$ cat config.mk
export PLATFORM = sky130hd
export DESIGN_NAME = kvt_match_enc
export DESIGN_NICKNAME = d
export VERILOG_FILES = /design/src/hdl/kvt_pkg.sv /design/src/hdl/kvt_match_enc.sv
export SDC_FILE = /design/constraint.sdc
export NUM_CORES = 1
export LEC_CHECK = 0
export BUFFER_PORTS_ARGS = -buffer_cell sky130_fd_sc_hd__buf_2
export CORE_AREA = 2 2 104 106
export CTS_CLUSTER_DIAMETER = 100
export DETAILED_ROUTE_END_ITERATION = 8
export DIE_AREA = 0 0 106 108
export PLACE_DENSITY = 0.66
export REMOVE_ABC_BUFFERS = 1
export SLEW_MARGIN = 20
export SYNTH_ARGS = -nofsm -noshare
export SYNTH_HDL_FRONTEND = slang
export SYNTH_SLANG_ARGS = --single-unit
export TNS_END_PERCENT = 50
$ cat constraint.sdc
create_clock -name clock -period 3 [get_ports clock]
set_input_delay 0.6 -clock clock [delete_from_list [all_inputs] [get_ports clock]]
set_output_delay 0.6 -clock clock [all_outputs]
set_load 0.1 [all_outputs]
$ cat src/hdl/kvt_pkg.sv
package kvt_pkg;

   // store geometry
   localparam int DEPTH   = 256;
   localparam int ADDR_W  = (DEPTH > 1) ? $clog2(DEPTH) : 1;
   localparam int COUNT_W = $clog2(DEPTH + 1);

   // field widths
   localparam int OP_W    = 3;
   localparam int KEY_W   = 32;
   localparam int VALUE_W = 64;
   localparam int POS_W   = 8;
   localparam int CAP_W   = 9;
   localparam int ENTRY_W = 9;

   // compare widths for count against capacity and position
   localparam int CMP_W  = (COUNT_W > CAP_W) ? COUNT_W : CAP_W;
   localparam int PCMP_W = (COUNT_W > POS_W) ? COUNT_W : POS_W;

   localparam logic [CAP_W-1:0] CAP_RESET = 9'd256;

   // match encoder split into groups
   localparam int GROUP_W    = (ADDR_W + 1) / 2;
   localparam int GROUP_SIZE = 1 << GROUP_W;
   localparam int GROUPS     = (DEPTH + GROUP_SIZE - 1) / GROUP_SIZE;
   localparam int MATCH_W    = GROUPS * GROUP_SIZE;

   // operation codes
   localparam logic [OP_W-1:0] OP_INSERT = 3'd0;
   localparam logic [OP_W-1:0] OP_UPDATE = 3'd1;
   localparam logic [OP_W-1:0] OP_UPSERT = 3'd2;
   localparam logic [OP_W-1:0] OP_ERASE  = 3'd3;
   localparam logic [OP_W-1:0] OP_LOOKUP = 3'd4;
   localparam logic [OP_W-1:0] OP_READ   = 3'd5;

   // control broadcast to the cell row
   typedef struct packed {
      logic              shift_up;
      logic              shift_down;
      logic              wr_en;
      logic [ADDR_W-1:0] wr_addr;
      logic [KEY_W-1:0]  wr_key;
   } kvt_cell_ctl_type;

   // encoded search result
   typedef struct packed {
      logic              hit;
      logic [ADDR_W-1:0] at;
   } kvt_hit_type;

endpackage

$ cat src/hdl/kvt_match_enc.sv
module kvt_match_enc import kvt_pkg::*; (
   input  logic             clock,
   input  logic [DEPTH-1:0] match,
   output kvt_hit_type      hit
);

   logic [MATCH_W-1:0] match_pad;
   logic [GROUPS-1:0]  grp_any_ff, grp_any_in;
   logic [GROUP_W-1:0] grp_idx_ff [GROUPS];
   logic [GROUP_W-1:0] grp_idx_in [GROUPS];
   kvt_hit_type        hit_ff, hit_in;

   assign match_pad = MATCH_W'(match);

   // first stage: encode within each group
   always_comb begin
      for (int g = 0; g < GROUPS; g++) begin
         grp_any_in[g] = 1'b0;
         grp_idx_in[g] = '0;
         for (int b = 0; b < GROUP_SIZE; b++) begin
            if (match_pad[g*GROUP_SIZE + b]) begin
               grp_any_in[g] = 1'b1;
               grp_idx_in[g] = grp_idx_in[g] | GROUP_W'(b);
            end
         end
      end
   end

   // second stage: merge the groups
   always_comb begin
      hit_in.hit = |grp_any_ff;
      hit_in.at  = '0;
      for (int g = 0; g < GROUPS; g++) begin
         if (grp_any_ff[g]) begin
            hit_in.at = hit_in.at | ADDR_W'(g * GROUP_SIZE) | ADDR_W'(grp_idx_ff[g]);
         end
      end
   end

   always_ff @(posedge clock) begin
      grp_any_ff <= grp_any_in;
      grp_idx_ff <= grp_idx_in;
      hit_ff     <= hit_in;
   end

   assign hit = hit_ff;

endmodule
==> results of run 1 <==
through the flow:
step	setup slack, ps	util, %	cell area [sq um]
floorplan	1490	-	3330
global placement	1420	47.1	4820
detailed placement	1380	47.1	4820
CTS	1270	49.4	5050
global route	1250	49.4	5050
finish	1300	49.4	5050
area by class of cell:
type	instances	area [sq um]
Clock inverter	4	75.1
Timing Repair Buffer	265	1330
Sequential cell	89	1780
Tap cell	136	170
Multi-Input combinational cell	262	1540
Clock buffer	12	155
Fill cell	1007	5180
cells in the mapped netlist:
cell	count	area, sq um
sky130_fd_sc_hd__a221oi_1	16	140
sky130_fd_sc_hd__a22o_1	16	140
sky130_fd_sc_hd__dfxtp_1	89	1780
sky130_fd_sc_hd__nand2_1	67	251
sky130_fd_sc_hd__nand3_1	3	15.0
sky130_fd_sc_hd__nand4_1	18	113
sky130_fd_sc_hd__nand4b_1	1	8.76
sky130_fd_sc_hd__nor2_1	5	18.8
sky130_fd_sc_hd__nor3_1	6	30.0
sky130_fd_sc_hd__nor4_1	124	776
sky130_fd_sc_hd__nor4_2	2	25.0
sky130_fd_sc_hd__or3_1	3	18.8
sky130_fd_sc_hd__or4_1	1	7.51
logic make-up after synthesis:
group,share of synthesized area (%)
compound gates,8.43
flops,53.6
simple gates,38.0
report_power, final:
| part | leakage (nW) | total, mW | internal (mW) | switching (mW) |
|---|---|---|---|---|
| registers | 0.721 | 1.18 | 1.18 | 0.000880 |
| logic | 1.13 | 0.262 | 0.141 | 0.121 |
| clock network | 0.109 | 0.906 | 0.515 | 0.392 |
state kept, by name, summed over array words and instances (netlist names):
signal      flops
grp_idx_ff     64
hit             9
grp_any_ff     16
routing by layer:
metal | vias to the layer above | GRT usage (%) | routed length [um]
met5 | - | 0 | 0
met4 | 0 | 5.26 | 127
met3 | 10 | 3.92 | 782
met2 | 200 | 36.6 | 5980
met1 | 1838 | 21.2 | 4580
li1 | 2012 | - | -
final timing paths:
| kind | from | to | slack (ps) | cells past startpoint |
|---|---|---|---|---|
| min reg2reg | grp_idx_ff[9] | hit[1] | 480 | 2 |
| max | hit[4] | hit[4] | 1300 | 1 |
| max reg2reg | grp_any_ff[3] | hit[0] | 1700 | 3 |
| min | match[128] | grp_any_ff[8] | 440 | 2 |
==> run_results.csv, run 1 <==
group,metric,value,unit
timing,clock.fmax,588,MHz
timing,setup_viol_count_final,0,
placement,placed_cells_incl_taps,752,
floorplanning,core,10200,sq um
timing,finalCritPeriodShare,56.7,%
clock_tree,cts_sinks,89,
floorplanning,fp-row-count,37,
worst_setup_path,crit_family,"buffers and inverters",
clock_tree,cts_buffers,9,
final_layout,layout-drive-gt1-share,44.6,%
clock_tree,maximum_number_of_buffers_from_clock_root_to_sink,2,
worst_setup_path,cp_cell_sequence,"buf_2",
worst_setup_path,critPathMaxStageDelay,420,ps
synthesis,ys_seq_area_share,53.6,%
floorplanning,floorplan.die_area,11400,sq um
clock_tree,post_cts_resized,0,
synthesis,synth_cell_type_count,13,
synthesis,synth-warning-count,0,
route,drc,0,
clock_tree,cts.reportedPaths.clkPinSlew,80,ps
floorplanning,die-height,108,um
route,vias,4060,
final_layout,final_nets,884,
hold_path,worst_hold_path_type,"in -> reg",
global_routing,global_route.usage.total,19.0,%
worst_setup_path,timing.critical_path.slowest_stage_cell,"sky130_fd_sc_hd__buf_2",
global_routing,first_global_vias,4054,
clock_tree,clock_insertion_delay_worst_skew,350,ps
worst_setup_path,cp_max_fo,1,
worst_setup_path,worst_setup_path_start_kind,"flip-flop",
job,total_of_max_cap_violations,0,
timing,rsz0062_at_grt,"false",
timing,report.final.slew_viol_count,0,
floorplanning,starting_density_of_the_core,32.5,%
final_layout,insertedDiodeCount,0,
placement,port_buffers,265,
global_routing,grt_max_degree,15,
synthesis,synthCells,351,
route,detailedRoute.firstIterationViolations,206,
global_routing,initial_antenna_violation_count,0,
final_layout,layout.cells.most_common_list,"sky130_fd_sc_hd__buf_2 (265), sky130_fd_sc_hd__nor4_1 (124), sky130_fd_sc_hd__dfxtp_1 (89)",
global_routing,global_route.overflow_total,0,
route,routed_via_density,5.29,
worst_setup_path,worst_setup_path_end_kind,"output pin",
timing,timing.final.crit_period,1700,ps
final_layout,layout-area-overhead-vs-synth,51.9,%
placement,place_congestion,0.883,
pwr,power.ir.vdd_worst,0.194,mV
clock_tree,cts_root_buf,"sky130_fd_sc_hd__clkbuf_8",
timing,fin_worst_hold_slack,435,ps
route,postRouteWirelength,11500,um
clock_tree,htree_num_levels,3,
route,drt_pre_antenna_iters,5,
status,run_status,"complete, no violations",
pwr,finalPower,2.35,mW
timing,worst_slew_pin_slew,500,ps
final_layout,final-instance-count-excl-fill,768,
timing,clk_skew,7.29,ps
floorplanning,die_width,106,um
worst_setup_path,crit_type,"reg -> out",
pwr,power_leakage,1.96,nW
timing,final_hold_viol_count,0,
worst_setup_path,cp.buffers_inverters,1,
worst_setup_path,cp_data_required_time,2400,ps
clock_tree,hold_buffers,0,
global_routing,grt_pass1_wl,17400,um
clock_tree,cts_post_setup_buffers_inserted,0,
pwr,power_density,466,nW/um^2
final_layout,commonest_non_fill_non_tap_cell_in_the_layout,"sky130_fd_sc_hd__buf_2",
timing,setup_tns_after_final_layout,0,ps
placement,dp.final_hpwl,9790,um
floorplanning,num_io_pins,266,
route,wire_per_inst,14.9,um
worst_setup_path,worst-endpoint-arrival,1100,ps
route,drt.antenna.violating_nets,0,
synthesis,synth.avg_cell_area,9.47,sq um
synthesis,syn_area,3330,sq um
clock_tree,cts_tree,"built",
timing,worst_slew_margin_rel,66.4,%
synthesis,postSynthRegisterBits,89,
Power figures use the tool's default switching activity.
==> run 2: changes to the inputs <==
Clock period 3 ns to 1.6 ns, I/O delays scaled along.
==> run 2 against run 1 <==
  * Wire length decreased by 2.0%
  * Combinational power grew 85%
  * Final area down 0.92%
  * Sequential share of layout area is 0.33 points higher
  * Core utilization down 0.45 points
  * Sequential cell count unchanged
  * Non-clock buffer count unchanged
  * Global-route usage did not move
  * Clock-buffer cell count decreased by 1
  * Critical endpoint is now hit[5]
  * Largest cell class unchanged
  * Highest routed layer unchanged
==> run_results.csv, run 2 (synthesis gave the netlist of run 1 again) <==
group,metric,value,unit
status,run_status,"complete, no violations",
floorplanning,die-height,108,um
timing,fin_worst_hold_slack,169,ps
floorplanning,core,10200,sq um
clock_tree,post_cts_resized,0,
route,drt_pre_antenna_iters,6,
global_routing,initial_antenna_violation_count,0,
clock_tree,cts_root_buf,"sky130_fd_sc_hd__clkbuf_8",
clock_tree,cts_post_setup_buffers_inserted,0,
clock_tree,cts_sinks,89,
worst_setup_path,cp_max_fo,1,
route,drc,0,
timing,timing.final.crit_period,1420,ps
final_layout,layout.cells.most_common_list,"sky130_fd_sc_hd__buf_2 (265), sky130_fd_sc_hd__nor4_1 (124), sky130_fd_sc_hd__dfxtp_1 (89)",
floorplanning,fp-row-count,37,
hold_path,worst_hold_path_type,"in -> reg",
clock_tree,clock_insertion_delay_worst_skew,340,ps
clock_tree,cts.reportedPaths.clkPinSlew,80,ps
route,wire_per_inst,14.7,um
floorplanning,die_width,106,um
clock_tree,hold_buffers,0,
timing,setup_tns_after_final_layout,0,ps
route,detailedRoute.firstIterationViolations,231,
worst_setup_path,critPathMaxStageDelay,430,ps
global_routing,global_route.overflow_total,0,
global_routing,grt_max_degree,14,
final_layout,top_register,"grp_idx_ff",
placement,placement.cell_area,4820,sq um
worst_setup_path,cp_data_required_time,1280,ps
timing,report.final.slew_viol_count,0,
placement,dp.final_hpwl,9790,um
final_layout,final_design_area_no_fill,5010,sq um
final_layout,commonest_non_fill_non_tap_cell_in_the_layout,"sky130_fd_sc_hd__buf_2",
hold_path,worst_hold_path.num_cells,2,
timing,setup_viol_count_final,0,
worst_setup_path,crit_family,"buffers and inverters",
route,routed_via_density,5.25,
worst_setup_path,cp_cell_sequence,"buf_2",
final_layout,final-instance-count-excl-fill,766,
hold_path,min_delay_worst_endpoint,"grp_any_ff[14]",
worst_setup_path,cp.buffers_inverters,1,
global_routing,grt_pass1_wl,17500,um
final_layout,layout.filler_cells,1011,
pwr,power_leakage,1.94,nW
timing,worst_slew_margin_rel,65.7,%
worst_setup_path,worst_setup_path_start_kind,"flip-flop",
clock_tree,cts_buffers,9,
pwr,power_density,827,nW/um^2
timing,rsz0062_at_grt,"false",
worst_setup_path,r2r_slack,330,ps
global_routing,first_global_vias,3980,
worst_setup_path,r2r_end,"hit[0]",
clock_tree,htree_num_levels,3,
floorplanning,starting_density_of_the_core,32.5,%
job,total_of_max_cap_violations,0,
timing,finalCritPeriodShare,89.0,%
route,postRouteWirelength,11200,um
final_layout,layout-area-overhead-vs-synth,50.5,%
final_layout,largest_register_ff_count,64,
pwr,power.ir.vdd_worst,0.380,mV
worst_setup_path,rr_startpoint,"grp_any_ff[1]",
final_layout,insertedDiodeCount,0,
global_routing,global_route.usage.total,19.0,%
clock_tree,maximum_number_of_buffers_from_clock_root_to_sink,2,
worst_setup_path,reg2reg_depth,3,
route,vias,4021,
clock_tree,cts_tree,"built",
placement,port_buffers,265,
worst_setup_path,crit_type,"reg -> out",
floorplanning,num_io_pins,266,
placement,placed_cells_incl_taps,752,
worst_setup_path,worst-endpoint-arrival,1100,ps
timing,clock.fmax,702,MHz
final_layout,final_nets,884,
timing,final_hold_viol_count,0,
hold_path,holdCritStartpoint,"match[224]",
worst_setup_path,worst_setup_path_end_kind,"output pin",
timing,worst_slew_pin_slew,510,ps
route,drt.antenna.violating_nets,0,
placement,place_congestion,0.865,
floorplanning,floorplan.die_area,11400,sq um
worst_setup_path,timing.critical_path.slowest_stage_cell,"sky130_fd_sc_hd__buf_2",
final_layout,post-route-util,48.9,%
final_layout,layout-drive-gt1-share,44.4,%
timing,clk_skew,3.76,ps
run 2: cell types whose count changed in the layout (fill, tap and decap cells not counted):
cell / before / now
sky130_fd_sc_hd__clkinvlp_4: 2 / 1
sky130_fd_sc_hd__clkbuf_8: 11 / 10
sky130_fd_sc_hd__bufinv_16: 2 / 1
sky130_fd_sc_hd__clkinv_2: 0 / 1
run 2: report_power, final:
part	total [mW]	leakage (nW)	internal (mW)	switching [mW]
Combinational	0.486	1.13	0.264	0.223
Clock	1.44	0.0913	0.745	0.690
Sequential	2.22	0.721	2.22	0.00169
run 2: cell type report:
class / instances / area [sq um] / share of cell area [%]
clock inverters: 3 / 42.5 / 0.850
flip-flops and latches: 89 / 1780 / 35.6
clock buffers: 11 / 141 / 2.82
well taps: 136 / 170 / 3.40
multi-input cells: 262 / 1540 / 30.8
repair buffers: 265 / 1330 / 26.5
run 2: worst max path at each step:
| stage | start | endpoint | slack [ps] | depth (start not counted) |
|---|---|---|---|---|
| final | hit[5] | hit[5] | 180 | 1 |
| after global placement | match[206] | grp_any_ff[12] | 300 | 4 |
| after global routing | hit[5] | hit[5] | 140 | 1 |
| after CTS | hit[5] | hit[5] | 160 | 1 |
| after floorplan | hit[0] | hit[0] | 370 | 0 |
| after detailed placement | match[134] | grp_any_ff[8] | 270 | 4 |
run 2: metal layers:
layer | vias to the layer above | track usage (%) | routed length (um)
li1 | 2013 | - | -
met1 | 1834 | 21.9 | 4570
met2 | 166 | 36.0 | 5930
met3 | 8 | 3.44 | 674
met4 | 0 | 5.45 | 76
met5 | - | 0 | 0
run 2: metrics by stage:
step / total power, mW / setup WS (ps)
2_1_floorplan: 2.34 / 371
3_3_place_gp: 2.74 / 304
3_5_place_dp: 2.75 / 274
4_1_cts: 4.19 / 157
5_1_grt: 4.34 / 139
6_report: 4.14 / 176
